## src/rtl/ccrs_pkg.sv

```systemverilog
// shared types, constants and class tables of the character class range set
package ccrs_pkg;

  localparam int unsigned CHAR_BITS_DEF   = 8;
  localparam int unsigned MAX_RANGES_DEF  = 128;
  localparam int unsigned TABLE_DEPTH     = 128;
  localparam int unsigned ADDR_W          = 7;
  localparam int unsigned FIELD_W         = 8;
  localparam int unsigned CMD_QUEUE_DEPTH = 2;
  localparam int unsigned RES_QUEUE_DEPTH = 2;

  // command codes
  typedef enum logic [1:0] {
    FUNC_CLEAR  = 2'd0,
    FUNC_INSERT = 2'd1,
    FUNC_CLASS  = 2'd2,
    FUNC_READ   = 2'd3
  } func_e;

  // classified request handed from front to engine
  typedef struct packed {
    func_e        func;
    logic [7:0]   first;
    logic [7:0]   last;
    logic [3:0]   code;
    logic [7:0]   idx;
  } cmd_t;

  // one result item
  typedef struct packed {
    logic [7:0] lo;
    logic [7:0] hi;
    logic       valid;
    logic [7:0] count;
    logic       ovf;
  } res_t;

  // number of ranges in a named class
  function automatic logic [2:0] class_len(input logic [3:0] code);
    logic [2:0] len;
    case (code)
      4'd0:    len = 3'd3;
      4'd1:    len = 3'd2;
      4'd2:    len = 3'd1;
      4'd3:    len = 3'd2;
      4'd4:    len = 3'd2;
      4'd5:    len = 3'd1;
      4'd6:    len = 3'd1;
      4'd7:    len = 3'd1;
      4'd8:    len = 3'd1;
      4'd9:    len = 3'd4;
      4'd10:   len = 3'd6;
      4'd11:   len = 3'd5;
      4'd12:   len = 3'd1;
      4'd13:   len = 3'd4;
      4'd14:   len = 3'd3;
      default: len = 3'd0;
    endcase
    return len;
  endfunction

  // range k of a named class, {first, last}
  function automatic logic [15:0] class_range(input logic [3:0] code, input logic [2:0] k);
    logic [15:0] r;
    case ({code, k})
      {4'd0, 3'd0}:  r = 16'h3039;
      {4'd0, 3'd1}:  r = 16'h415A;
      {4'd0, 3'd2}:  r = 16'h617A;
      {4'd1, 3'd0}:  r = 16'h415A;
      {4'd1, 3'd1}:  r = 16'h617A;
      {4'd2, 3'd0}:  r = 16'h007F;
      {4'd3, 3'd0}:  r = 16'h0909;
      {4'd3, 3'd1}:  r = 16'h2020;
      {4'd4, 3'd0}:  r = 16'h001F;
      {4'd4, 3'd1}:  r = 16'h7F7F;
      {4'd5, 3'd0}:  r = 16'h3039;
      {4'd6, 3'd0}:  r = 16'h217E;
      {4'd7, 3'd0}:  r = 16'h617A;
      {4'd8, 3'd0}:  r = 16'h207E;
      {4'd9, 3'd0}:  r = 16'h212F;
      {4'd9, 3'd1}:  r = 16'h3A40;
      {4'd9, 3'd2}:  r = 16'h5B60;
      {4'd9, 3'd3}:  r = 16'h7B7E;
      {4'd10, 3'd0}: r = 16'h0B0B;
      {4'd10, 3'd1}: r = 16'h0909;
      {4'd10, 3'd2}: r = 16'h0A0A;
      {4'd10, 3'd3}: r = 16'h0C0C;
      {4'd10, 3'd4}: r = 16'h0D0D;
      {4'd10, 3'd5}: r = 16'h2020;
      {4'd11, 3'd0}: r = 16'h0909;
      {4'd11, 3'd1}: r = 16'h0A0A;
      {4'd11, 3'd2}: r = 16'h0C0C;
      {4'd11, 3'd3}: r = 16'h0D0D;
      {4'd11, 3'd4}: r = 16'h2020;
      {4'd12, 3'd0}: r = 16'h415A;
      {4'd13, 3'd0}: r = 16'h3039;
      {4'd13, 3'd1}: r = 16'h415A;
      {4'd13, 3'd2}: r = 16'h617A;
      {4'd13, 3'd3}: r = 16'h5F5F;
      {4'd14, 3'd0}: r = 16'h3039;
      {4'd14, 3'd1}: r = 16'h4146;
      {4'd14, 3'd2}: r = 16'h6166;
      default:       r = 16'h0000;
    endcase
    return r;
  endfunction

endpackage

```

## src/rtl/ccrs_front.sv

```systemverilog
// front end: classifies an incoming request into an engine command
module ccrs_front #(
  parameter int unsigned CHAR_BITS = ccrs_pkg::CHAR_BITS_DEF
) (
  input  logic [1:0]     func_i,
  input  logic [7:0]     range_first_i,
  input  logic [7:0]     range_last_i,
  input  logic [3:0]     class_code_i,
  input  logic [7:0]     entry_index_i,
  output ccrs_pkg::cmd_t cmd_o
);
  import ccrs_pkg::*;

  localparam logic [7:0] CharTop = 8'((1 << CHAR_BITS) - 1);

  logic [7:0] first;
  logic [7:0] last;

  // mask to character width, reversed range becomes a single character
  assign first = range_first_i & CharTop;
  assign last  = range_last_i & CharTop;

  always_comb begin
    cmd_o.func  = func_e'(func_i);
    cmd_o.first = first;
    cmd_o.last  = (last < first) ? first : last;
    cmd_o.code  = class_code_i;
    cmd_o.idx   = entry_index_i;
  end
endmodule

```

## config.mk

```make
export PLATFORM = sky130hd
export DESIGN_NAME = ccrs_front
export DESIGN_NICKNAME = d
export VERILOG_FILES = /design/src/rtl/ccrs_pkg.sv /design/src/rtl/ccrs_front.sv
export SDC_FILE = /design/constraint.sdc
export NUM_CORES = 1
export LEC_CHECK = 0
export ABC_CLOCK_PERIOD_IN_PS = 2450
export BUFFER_PORTS_ARGS = -buffer_cell sky130_fd_sc_hd__buf_4
export CAP_MARGIN = 20
export CORE_UTILIZATION = 33
export DETAILED_ROUTE_END_ITERATION = 10
export GPL_TIMING_DRIVEN = 0
export MAX_ROUTING_LAYER = met4
export PLACE_DENSITY = 0.85
export SYNTH_ARGS = -nofsm -noshare
export SYNTH_HDL_FRONTEND = slang
export SYNTH_SLANG_ARGS = --single-unit
```

## constraint.sdc

```tcl
create_clock -name vclk -period 2.45
set_input_delay 0.3675 -clock vclk [all_inputs]
set_output_delay 0.3675 -clock vclk [all_outputs]
set_load 0.05 [all_outputs]
```

==> results.toml <==
[sta]
worst_path_setup_slack_after_routing_ns = 0.0782
finalSetupTns_ns = 0
relSlewSlack = 0.838
period_needed_ns = 2.37
layout_worst_path_cycle_share = 0.968
report.final.setup_viol = 0
worst_slew_pin_slew_ns = 0.243
rsz0062_at_grt = "no"
hold_violations = 0
clock.fmax_ghz = 0.422
finalMaxSlewViolations = 0

[floorplan]
dieArea_um2 = 1490
floorplan.die.width_um = 38.6
chipHeight_um = 38.6
floorplan.initialDensity = 0.378
io_pins = 60
fp-row-count = 12
core_region_area_um2 = 1170

[placed_design]
hpwl_mm = 1.08
place.port_buffers = 46
detailedPlace.worstSlack_ns = -0.128
gp_congestion = 0.700
area_after_dpl_um2 = 806

[finish]
final.fill_count = 92
layout.cells.most_common = "sky130_fd_sc_hd__buf_4"
flow.area_growth_from_synthesis_pct = 106
most-common-layout-cells = "sky130_fd_sc_hd__buf_4 (59), sky130_fd_sc_hd__inv_1 (7), sky130_fd_sc_hd__ha_1 (6), sky130_fd_sc_hd__buf_6 (6)"
multi_input_comb_area_um2 = 279
finalInstanceArea_um2 = 912
num-nets-final = 141
utilization = 0.779
antenna-diode-count = 0
area.sequential_um2 = 0
sequential_cell_total = 0
fraction_of_final_layout_cells_with_drive_strength_greater_than_1 = 0.794
nClkBuffers = 0

[logic_synthesis]
synthesis.nets = 91
synthesis.instances = 54
yosysTopAreaCell = "sky130_fd_sc_hd__buf_4"
sequential_to_total_area_share_from_yosys_stat = 0
yosysWarnings = 0
syn_std_cell_area_um2 = 443
cells_taking_the_most_area_after_synthesis = "sky130_fd_sc_hd__buf_4 (37%), sky130_fd_sc_hd__mux2_2 (20%), sky130_fd_sc_hd__ha_1 (20%), sky130_fd_sc_hd__inv_1 (6.8%), sky130_fd_sc_hd__a211oi_4 (4.5%)"
netlist-cell-type-count = 12
synth_top_area_frac = 0.373
postSynthAreaPerCell_um2 = 8.20

[routing]
wire_per_inst_um = 12.0
antenna_left = 0
firstDrtPassIters = 4
post_detailed_route_drc_marker_count = 0
vias = 520
initialDrtViolationCount = 3
viasPerCell = 4.48
final_routed_wirelength_across_all_metal_layers_mm = 1.39

[worst_hold_path]
hold_path_startpoint = "func_i[1]"
holdPathEnd = "cmd_o[29]"
hold_path_class = "in -> out"
min_path_cells = 2

[power_and_ir_drop]
power_density_nw_per_um2 = 355
total_power_uw = 324
vdd_ir_max_uv = 204
power_leakage_uw = 0.000523

[setup_path]
crit_path_cell_trace = "buf_4 -> ha_4 -> a2111o_1 -> a211oi_4 -> buf_6 -> mux2_4 -> buf_8"
worstSetupEndpointType = "output pin"
critPathLaunchType = "input port"
timing.setup.critical_path_class = "in -> out"
worst_path_max_delay_cell = "sky130_fd_sc_hd__a2111o_1"
required_time_at_the_endpoint_of_the_critical_path_ns = 2.08
timing.critical_path.arrival_ns = 2.00
timing.critical_path.buf_inv = 3
worst_path_dominant_cell_family = "compound AO/OA/AOI/OAI gates"
timing.critical_path.fanout_max = 5
cp_slowest_stage_delay_ns = 0.39

[global_routing]
first_global_vias = 501
antenna_found_initial = 0
grt_max_degree = 6
aggregate_global_route_resource_usage = 0.183
grt_pass1_wl_mm = 1.90
grt_overflow_total = 0

[job]
timing.max_cap.violations = 0

[run_status]
run_status = "complete, no violations"

[cts]
post_cts_hold_buffer_count = 0
final cells by class:
type,instances,share of cell area
Timing Repair Buffer,48,0.461
Multi-Input combinational cell,24,0.306
Buffer,22,0.181
Inverter,8,0.0329
Tap cell,14,0.0192
worst max-delay path by stage:
stage,start,to,slack [ns],cells past startpoint
after detailed placement,range_first_i[1],cmd_o[14],-0.13,7
after floorplan,range_first_i[1],cmd_o[12],0.15,5
after global placement,range_first_i[1],cmd_o[12],-0.13,7
after CTS,range_last_i[1],cmd_o[14],0.01,7
after global routing,range_first_i[2],cmd_o[14],0.01,9
final,range_last_i[1],cmd_o[17],0.08,7
where the power goes:
part	total, uW	switching (uW)	internal, uW
registers	0	0	0
clock network	0	0	0
logic	324	182	142
total	324	182	142
kinds of logic (layout without fill, tap and decap cells):
group	Yosys count	in the layout	share of synthesized area
mux	8	8	0.203
fa+ha+maj	7	7	0.198
compound gates	6	6	0.121
buf+inv	30	78	0.441
simple gates	3	3	0.0367
through the flow:
step,std cells,hold slack [ns]
CTS,116,0.990
floorplan,54,0.902
global route,116,0.993
detailed placement,114,0.990
global placement,114,0.989
finish,116,0.989
synthesized netlist by cell type:
library cell and number:
sky130_fd_sc_hd__a2111o_1 1, sky130_fd_sc_hd__a211oi_1 1, sky130_fd_sc_hd__a211oi_4 1, sky130_fd_sc_hd__a21oi_1 1, sky130_fd_sc_hd__buf_4 22, sky130_fd_sc_hd__ha_1 7, sky130_fd_sc_hd__inv_1 8, sky130_fd_sc_hd__mux2_2 8
sky130_fd_sc_hd__nand2b_1 1, sky130_fd_sc_hd__nand4_1 1, sky130_fd_sc_hd__nor2_1 1, sky130_fd_sc_hd__o21ai_0 2
repair_timing:
action                     CTS  global route
setup endpoints to repair    8             8
setup buffers                2             0
pin swaps                    3             2
gates resized for setup     23             0
per-layer routing:
metal	global-route usage	vias up	wire length, um
li1	-	255	-
met2	0.421	42	814
met1	0.158	223	416
met5	-	-	0
met4	0	0	0
met3	0.0173	0	157
(Power assumes the default switching activity.)
