[src/rtl/ccrs_fifo.sv]
// small register queue used between front, engine and result port
module ccrs_fifo #(
  parameter type         T     = logic,
  parameter int unsigned DEPTH = 2
) (
  input  logic clk_i,
  input  logic rst_ni,
  input  logic push_i,
  input  T     data_i,
  output logic full_o,
  input  logic pop_i,
  output T     data_o,
  output logic empty_o
);
  localparam int unsigned PtrW = (DEPTH > 1) ? $clog2(DEPTH) : 1;

  T                slot_q [DEPTH];
  logic [PtrW-1:0] wr_ptr_q;
  logic [PtrW-1:0] rd_ptr_q;
  logic [PtrW:0]   fill_q;
  logic            do_push;
  logic            do_pop;

  assign full_o  = (fill_q == (PtrW + 1)'(DEPTH));
  assign empty_o = (fill_q == '0);
  assign do_push = push_i && !full_o;
  assign do_pop  = pop_i && !empty_o;
  assign data_o  = slot_q[rd_ptr_q];

  // storage
  always_ff @(posedge clk_i) begin
    if (do_push) begin
      slot_q[wr_ptr_q] <= data_i;
    end
  end

  // pointers and fill level
  always_ff @(posedge clk_i or negedge rst_ni) begin
    if (!rst_ni) begin
      wr_ptr_q <= '0;
      rd_ptr_q <= '0;
      fill_q   <= '0;
    end else begin
      if (do_push) begin
        wr_ptr_q <= (wr_ptr_q == PtrW'(DEPTH - 1)) ? '0 : wr_ptr_q + 1'b1;
      end
      if (do_pop) begin
        rd_ptr_q <= (rd_ptr_q == PtrW'(DEPTH - 1)) ? '0 : rd_ptr_q + 1'b1;
      end
      if (do_push && !do_pop) begin
        fill_q <= fill_q + 1'b1;
      end else if (do_pop && !do_push) begin
        fill_q <= fill_q - 1'b1;
      end
    end
  end
endmodule

[config.mk]
export PLATFORM = sky130hd
export DESIGN_NAME = ccrs_fifo
export DESIGN_NICKNAME = d
export VERILOG_FILES = /design/src/rtl/ccrs_fifo.sv
export SDC_FILE = /design/constraint.sdc
export NUM_CORES = 1
export LEC_CHECK = 0
export ABC_AREA = 1
export BUFFER_PORTS_ARGS = -buffer_cell sky130_fd_sc_hd__buf_4
export CAP_MARGIN = 20
export CORE_AREA = 10 10 47 49
export DETAILED_ROUTE_END_ITERATION = 6
export DIE_AREA = 0 0 57 59
export GPL_ROUTABILITY_DRIVEN = 0
export PLACE_DENSITY_LB_ADDON = 0.08
export SETUP_SLACK_MARGIN = 0.05
export SLEW_MARGIN = 40
export SYNTH_ARGS = -nofsm -noshare
export SYNTH_HDL_FRONTEND = slang
export SYNTH_SLANG_ARGS = --single-unit
[constraint.sdc]
create_clock -name clk_i -period 1.5 [get_ports clk_i]
set_input_delay 0.075 -clock clk_i [delete_from_list [all_inputs] [get_ports clk_i]]
set_output_delay 0.075 -clock clk_i [all_outputs]
set_load 0.1 [all_outputs]
==> results of run 1 <==
-- stage by stage --
stage                     worst slack [ns]  instances  hold slack [ns]
final                                0.188         66           0.0738
after global placement               0.113         60           -0.121
after CTS                           0.0849         65          0.00988
after global routing                0.0683         66           0.0650
after floorplan                     -0.183         37           -0.221
after detailed placement            0.0973         60           -0.119
-- cell families after synthesis --
logic type / Yosys count / synth area share [%]
flip-flops: 6 / 52.5
AND/OR/NAND/NOR: 19 / 27.5
XOR/XNOR: 1 / 2.87
AO/OA/AOI/OAI: 2 / 3.28
adder cells (fa/ha/maj): 1 / 4.10
buffers and inverters: 8 / 9.84
-- tightest hold or removal path, cell delays in order --
cell      delay [ns]
buf_4           0.08
nand3b_1        0.07
nand2_1         0.05
-- cell usage in the layout, fill, tap and decap left out, types with 2 or more instances in the layout --
| master | n |
|---|---|
| nor2_2 | 2 |
| clkbuf_4 | 3 |
| dfrtp_1 | 3 |
| edfxtp_1 | 2 |
| nand2_1 | 12 |
| dlygate4sd3_1 | 2 |
| buf_4 | 7 |
| inv_1 | 7 |
-- synth_stat cells --
cell type   n  share of area [%]
nand2_1    12                 15
inv_1       8                9.8
dfrtp_1     4                 33
edfxtp_1    2                 20
nor2_1      2                2.5
nor2_2      2                4.1
o21ai_0     2                3.3
ha_1        1                4.1
nand3_1     1                1.6
nand3b_1    1                2.5
nand4_1     1                2.1
xnor2_1     1                2.9
-- cell type report --
| cell class | instances | area (um^2) | area share (%) |
|---|---|---|---|
| Inverter | 8 | 30.0 | 6.94 |
| Timing Repair Buffer | 9 | 72.6 | 16.8 |
| Tap cell | 16 | 20.0 | 4.62 |
| Sequential cell | 6 | 161 | 37.3 |
| Multi-Input combinational cell | 23 | 123 | 28.3 |
| Clock buffer | 4 | 26.3 | 6.07 |
-- flip-flops by register name (all words and copies together) (netlist names) --
name / count
wr_ptr_q: 1
slot_q: 2
fill_q: 2
rd_ptr_q: 1
-- metal layers --
layer  global-route usage, %  vias to the layer above  routed length, um  share of wire, %
met1                    4.59                      113                302                50
li1                        -                      138                  -                 -
met4                    2.01                        0                  8               1.3
met2                    5.58                       13                222                37
met5                       0                        -                  0                 0
met3                    4.29                        2                 66                11
-- worst max path at each step --
stage / start / end / slack (ns) / depth (start not counted)
after CTS: fill_q[0] / fill_q[1] / 0.08 / 6
after global routing: fill_q[1] / fill_q[1] / 0.07 / 8
after detailed placement: fill_q[0] / fill_q[1] / 0.1 / 6
final: fill_q[1] / fill_q[1] / 0.19 / 8
after floorplan: fill_q[1] / fill_q[1] / -0.18 / 8
after global placement: fill_q[0] / fill_q[1] / 0.11 / 6
-- what timing repair did --
action                                 CTS  global route
gates resized for setup                  0             1
endpoints found under the hold margin    4             2
hold buffers                             1             1
setup endpoints to repair                0             1
==> flow_metrics.tcl, run 1 <==
set metrics [dict create \
    die_x_um 57 \
    tritoncts "done" \
    cts_buffers 3 \
    fin_crit_sh_pct 87.4 \
    grt-ovfl-total 0 \
    critPathBufInv 2 \
    path_cells "inv_2 -> nor2_4 -> nor2_2 -> ha_1 -> inv_1 -> nand3_1 -> nand2_1 -> nand2_1" \
    setup_viol 0 \
    io_buffers 7 \
    clockBufferDepth 2 \
    hold_viol 0 \
    netlist_instances 37 \
    r2r_slack_ns 0.19 \
    grt_max_degree 8 \
    crit_slowest_cell "dfrtp_1" \
    viasPerCell 4.03 \
    hold_end "rd_ptr_q" \
    dr.pass1.iters 4 \
    insertion_delay_ns 0.24 \
    yosysUniqueCellTypes 12 \
    antenna_cells 0 \
    antenna_found_initial 0 \
    cts_root_buffer "clkbuf_4" \
    grt_setup_unrepaired "false" \
    finalMaxSlewViolations 0 \
    vias 266 \
    maxSlewHeadroom_pct 81.5 \
    postRouteAntennaNets 0 \
    dieArea_um2 3360 \
    max_freq_mhz 762 \
    min_from "pop_i" \
    cp_top_family "flip-flops" \
    finClkSkew_ns 0.000815 \
    place_area_um2 387 \
    tightest_slew_ns 0.279 \
    rows 14 \
    cp.required_ns 1.63 \
    fillerInstances 154 \
    regToRegStartpoint "fill_q[1]" \
    min_period_ns 1.31 \
    syn_nets 43 \
    setup_tns_ns 0 \
    die_y_um 59 \
    drc_errors 0 \
    grt_use_total_pct 4.35 \
    design_area_um2 433 \
    drt_iter0_drc 11 \
    cts_sinks 6 \
    path_class "register to register" \
    avgSynthCellArea_um2 8.25 \
    wirelength_um 600 \
    synth.cell_area_um2 305 \
    clkSlewWorstSetupHoldPaths_ns 0.05 \
    drive_above_1_share_pct 30.0 \
    worst_path_most_repeated_cell "nand2_1" \
    cp-start-kind "register" \
    cp_data_arrival_time_ns 1.45 \
    ys_ff_latch 6 \
    num-nets-final 57 \
    num_io_pins 8 \
    core_area_um2 1400 \
    cts_htree_levels 1 \
    crit_path_end_kind "register" \
    grt_pass1_wl_um 1080 \
    yosysSeqAreaShare_pct 52.5 \
    grt_pass1_vias 280 \
    rr_worst_depth 8 \
    cts_setup_buffers 0 \
    initial_utilization_pct 21.8 \
    cp_max_fo 4 \
    whs_path_depth 3 \
    cpPeakStageDelay_ns 0.41 \
    status "finished, final reports clean" \
    hpwl_um 493 \
    wl_per_cell_um 9.09 \
    fin_util_pct 30.9 \
    ys_warn_count 0 \
    area_growth_pct 41.8 \
    r2r_end "fill_q[1]" \
    hp-class "primary input to register" \
    drv_cap 0 \
]
Power of run 1 is left out: the tool's default activity adds up to more than one toggle a clock period on the data nets, which glitch-free logic cannot reach.
==> inputs of run 2 (changes only) <==
- CELL_PAD_IN_SITES_DETAIL_PLACEMENT: not set -> 0
- CELL_PAD_IN_SITES_GLOBAL_PLACEMENT: not set -> 2
- CORE_AREA: 10 10 47 49 -> not set
- CORE_MARGIN: not set -> 2
- CORE_UTILIZATION: not set -> 23
- DIE_AREA: 0 0 57 59 -> not set
- clock period: 1.5 -> 1.05 ns (I/O delays scaled with it)
==> run 2 against run 1 <==
Net effect: the flow now finishes with violations (negative setup slack); die area is 51% lower; count of clock-buffer cells in the layout unchanged; critical path type unchanged; cell count grew 11%; critical path depth unchanged; largest cell class is now buffers; maximum frequency up 6.9%; routed wire length rose by 21%; non-clock buffer count up 8; hold slack lost 0.013 ns; flip-flop and latch count unchanged; final area is 34% higher.
==> flow_metrics.tcl, run 2 (same netlist as run 1, synthesis figures left out) <==
set metrics [dict create \
    cp_top_family "flip-flops" \
    grt_pass1_vias 302 \
    area_growth_pct 89.8 \
    final_common_cell "buf_4" \
    min_period_ns 1.23 \
    critPathBufInv 2 \
    core_area_um2 1270 \
    cts_buffers 3 \
    dr.pass1.iters 2 \
    wl_per_cell_um 9.97 \
    cts_root_buffer "clkbuf_4" \
    fin_crit_sh_pct 117 \
    die_y_um 40.4 \
    path_cells "inv_2 -> nor2_4 -> nor2_4 -> ha_4 -> inv_2 -> nand3_2 -> nand2_1 -> nand2_1" \
    hp-class "primary input to register" \
    status "finished, violations left" \
    cpPeakStageDelay_ns 0.44 \
    antenna_found_initial 0 \
    cp.required_ns 1.18 \
    finClkSkew_ns 0.000571 \
    initial_utilization_pct 24.1 \
    die_x_um 40.4 \
    finalMaxSlewViolations 0 \
    placedCellCount 66 \
    io_buffers 7 \
    cp-start-kind "register" \
    wirelength_um 728 \
    grt_pass1_wl_um 1130 \
    num_io_pins 8 \
    num-nets-final 65 \
    reg_top3 "fill_q: 2 flops, slot_q: 2 flops" \
    violations "negative setup slack" \
    crit_cells 8 \
    dieArea_um2 1630 \
    rr_worst_depth 8 \
    cts_htree_levels 1 \
    crit_path_end_kind "register" \
    cp_data_arrival_time_ns 1.36 \
    stdcell_count 73 \
    multi_input_area_um2 168 \
    cp_max_fo 4 \
    vias 306 \
    clockBufferDepth 2 \
    tightest_slew_ns 0.184 \
    drive_above_1_share_pct 60.3 \
    hpwl_um 508 \
    grt_setup_unrepaired "true" \
    crit_slowest_cell "dfrtp_2" \
    whs_path_depth 3 \
    drt_iter0_drc 6 \
    setup_ws_ns -0.176 \
    drc_errors 0 \
    fillerInstances 125 \
    viasPerCell 4.19 \
    setup_viol 6 \
    grt_max_degree 5 \
    final_cell_mix "buf_4, nand2_1, inv_2, nand2_2, inv_1" \
    seq_area_um2 163 \
    cts_sinks 6 \
    maxSlewHeadroom_pct 87.8 \
    drv_cap 0 \
    path_class "register to register" \
    antenna_cells 0 \
    clkSlewWorstSetupHoldPaths_ns 0.05 \
    tritoncts "done" \
    grt_use_total_pct 11.3 \
    insertion_delay_ns 0.25 \
    postRouteAntennaNets 0 \
    grt-ovfl-total 0 \
    max_freq_mhz 815 \
    rows 13 \
    hold_viol 0 \
]
## run 2: final cells by class
cell class	instances	area share (%)
Sequential cell	6	28.1
Inverter	8	5.18
Multi-Input combinational cell	23	28.9
Timing Repair Buffer	17	30.0
Tap cell	15	3.24
Clock buffer	4	4.54
## run 2: worst reg2reg max path, cell delays in order (launching register included)
cell     delay, ns
dfrtp_2       0.44
inv_2         0.09
nor2_4        0.04
nor2_4        0.12
ha_4          0.22
inv_2         0.06
nand3_2       0.05
nand2_1       0.05
nand2_1       0.05
## run 2: worst paths after layout
| check | from | endpoint | slack, ns |
|---|---|---|---|
| max | fill_q[1] | fill_q[1] | -0.18 |
| min | pop_i | rd_ptr_q | 0.06 |
| max reg2reg | fill_q[1] | fill_q[1] | -0.18 |
| min reg2reg | wr_ptr_q | wr_ptr_q | 0.49 |
| max in group asynchronous | rst_ni | fill_q[1] | 0.80 |
| min in group asynchronous | rst_ni | wr_ptr_q | 0.14 |
## run 2: repair_timing
action | CTS | global route
hold endpoints to repair | 6 | 0
buffers inserted | 1 | 0
hold buffers | 2 | 0
gates resized for setup | 23 | 2
pin swaps | 7 | 7
endpoints found under the setup margin | 8 | 9
## run 2: metrics by stage
step / cell area (um^2) / worst slack (ns) / util, % / TNS, ns / hold WS (ns)
after floorplan: 317 / -0.633 / - / -2.56 / -0.243
after global placement: 440 / -0.250 / 34.7 / -0.590 / -0.147
after detailed placement: 440 / -0.292 / 34.7 / -0.672 / -0.144
after CTS: 577 / -0.214 / 45.5 / -0.857 / 0.0510
after global routing: 579 / -0.251 / 45.7 / -1.07 / 0.0577
final: 579 / -0.176 / 45.7 / -0.710 / 0.0612
## run 2: layer usage
metal	share of wire [%]	track usage (%)	vias to the layer above	wire (um)
li1	-	-	157	-
met2	59	18.7	6	432
met1	38	11.1	143	274
met5	0	0	-	0
met3	2.9	2.22	0	21
met4	0	12.5	0	0
Power of run 2 is left out for the same reason.
==> inputs of run 3 (changes only) <==
- CELL_PAD_IN_SITES_DETAIL_PLACEMENT: 0 -> 1
- GPL_TIMING_DRIVEN: not set -> 0
==> run 3 against run 2 <==
Net effect: the flow still finishes with violations (negative setup slack); cell count down 4.1%; first-iteration DRC count down 50%; clock skew up 0.0058 ns; register-to-register slack worse by 0.03 ns; sequential share of layout area up 1.3 points; flip-flop and latch count unchanged; routed wire length up 7.8%; die area unchanged; count of clock-buffer cells in the layout unchanged.
==> flow_metrics.tcl, run 3 (same netlist as run 1, synthesis figures left out) <==
set metrics [dict create \
    status "finished, violations left" \
    violations "negative setup slack" \
    area_growth_pct 81.6 \
    hpwl_um 566 \
    maxSlewHeadroom_pct 84.5 \
    vias 296 \
    cts_buffers 3 \
    die_y_um 40.4 \
    gr-usage-met2_pct 22.2 \
    use_met1_pct 11.1 \
    gr-usage-met3_pct 5.56 \
    grt-ovfl-total 0 \
    cp_max_fo 4 \
    setup_viol 6 \
    clkSlewWorstSetupHoldPaths_ns 0.04 \
    path_class "register to register" \
    crit_path_end_kind "register" \
    drc_errors 0 \
    grt_setup_unrepaired "true" \
    cp_data_arrival_time_ns 1.38 \
    wl_per_cell_um 11.2 \
    finClkSkew_ns 0.00632 \
    tightest_slew_ns 0.231 \
    grt_busiest_layer "met2" \
    grt_pass1_wl_um 1260 \
    num_io_pins 8 \
    core_area_um2 1270 \
    drive_above_1_share_pct 54.5 \
    die_x_um 40.4 \
    whs_path_depth 3 \
    postRouteAntennaNets 0 \
    insertion_delay_ns 0.24 \
    regToRegStartpoint "fill_q[1]" \
    grt_pass1_vias 297 \
    io_buffers 7 \
    antenna_cells 0 \
    hp-class "primary input to register" \
    grt_max_degree 5 \
    cp-start-kind "register" \
    min_from "pop_i" \
    r2r_slack_ns -0.20 \
    final_cell_mix "nand2_1, buf_4, inv_2, inv_1" \
    max_freq_mhz 798 \
    cts_sinks 6 \
    final_common_cell "nand2_1" \
    drt_iter0_drc 3 \
    clockBufferDepth 2 \
    cts_htree_levels 1 \
    wirelength_um 785 \
    hold_end "rd_ptr_q" \
    viasPerCell 4.23 \
    hold_viol 0 \
    drv_cap 0 \
    setup_ws_ns -0.202 \
    dieArea_um2 1630 \
    finalMaxSlewViolations 0 \
    num-nets-final 62 \
    placedCellCount 59 \
    tritoncts "done" \
    cts_root_buffer "clkbuf_4" \
    initial_utilization_pct 24.1 \
    antenna_found_initial 0 \
    fin_crit_sh_pct 119 \
    stdcell_count 70 \
    dr.pass1.iters 4 \
    grt_use_total_pct 13.1 \
    min_period_ns 1.25 \
    cp.required_ns 1.17 \
    r2r_end "fill_q[1]" \
    fillerInstances 150 \
    reg_top3 "fill_q: 2 flops, slot_q: 2 flops" \
    rows 13 \
    rr_worst_depth 8 \
]
run 3: cell count changes in the layout (fill, tap and decap cells not counted), sizes merged:
cell	before	now
buf	15	12
run 3: timing repair:
item,CTS,global route
buffers inserted,5,0
setup endpoints to repair,8,9
hold buffers,2,0
hold endpoints to repair,6,0
pin swaps,4,5
gates resized for setup,14,10
run 3: critical path, cell delays in order (launching register included):
cell and delay [ns]:
dfrtp_2 0.43, inv_2 0.10, nor2_4 0.04, nor2_4 0.13, ha_4 0.21, inv_2 0.06, nand3_2 0.07, nand2_1 0.06
nand2_1 0.04
run 3: per-stage QoR:
stage / cell area [um^2] / TNS (ns) / hold WS (ns) / worst slack, ns / utilization [%]
2_1_floorplan: 317 / -2.56 / -0.243 / -0.633 / -
3_3_place_gp: 388 / -0.642 / -0.149 / -0.355 / 30.6
3_5_place_dp: 388 / -0.777 / -0.149 / -0.419 / 30.6
4_1_cts: 520 / -0.876 / 0.0764 / -0.272 / 41.0
5_1_grt: 554 / -1.29 / 0.0620 / -0.262 / 43.7
6_report: 554 / -0.740 / 0.0706 / -0.202 / 43.7
run 3: how the worst max path moves through the flow:
stage / start / endpoint / cells past startpoint
final: fill_q[1] / fill_q[1] / 8
after global routing: fill_q[0] / fill_q[1] / 6
after CTS: fill_q[1] / fill_q[1] / 8
after detailed placement: fill_q[0] / fill_q[1] / 6
after global placement: fill_q[0] / fill_q[1] / 6
after floorplan: fill_q[1] / fill_q[1] / 8
run 3: layer usage:
metal  share of wire (%)  vias up
li1                    -      147
met3                 3.9        0
met2                  60        8
met5                   0        -
met4                   0        0
met1                  36      141
run 3: cell type report:
type | instances | area, um^2 | area share, %
multi-input combinational | 23 | 161 | 29.1
inverter | 8 | 30.0 | 5.42
sequential | 6 | 163 | 29.3
timing repair buffer | 14 | 155 | 28.0
tap | 15 | 18.8 | 3.39
clock buffer | 4 | 26.3 | 4.74
Power of run 3 is left out for the same reason.
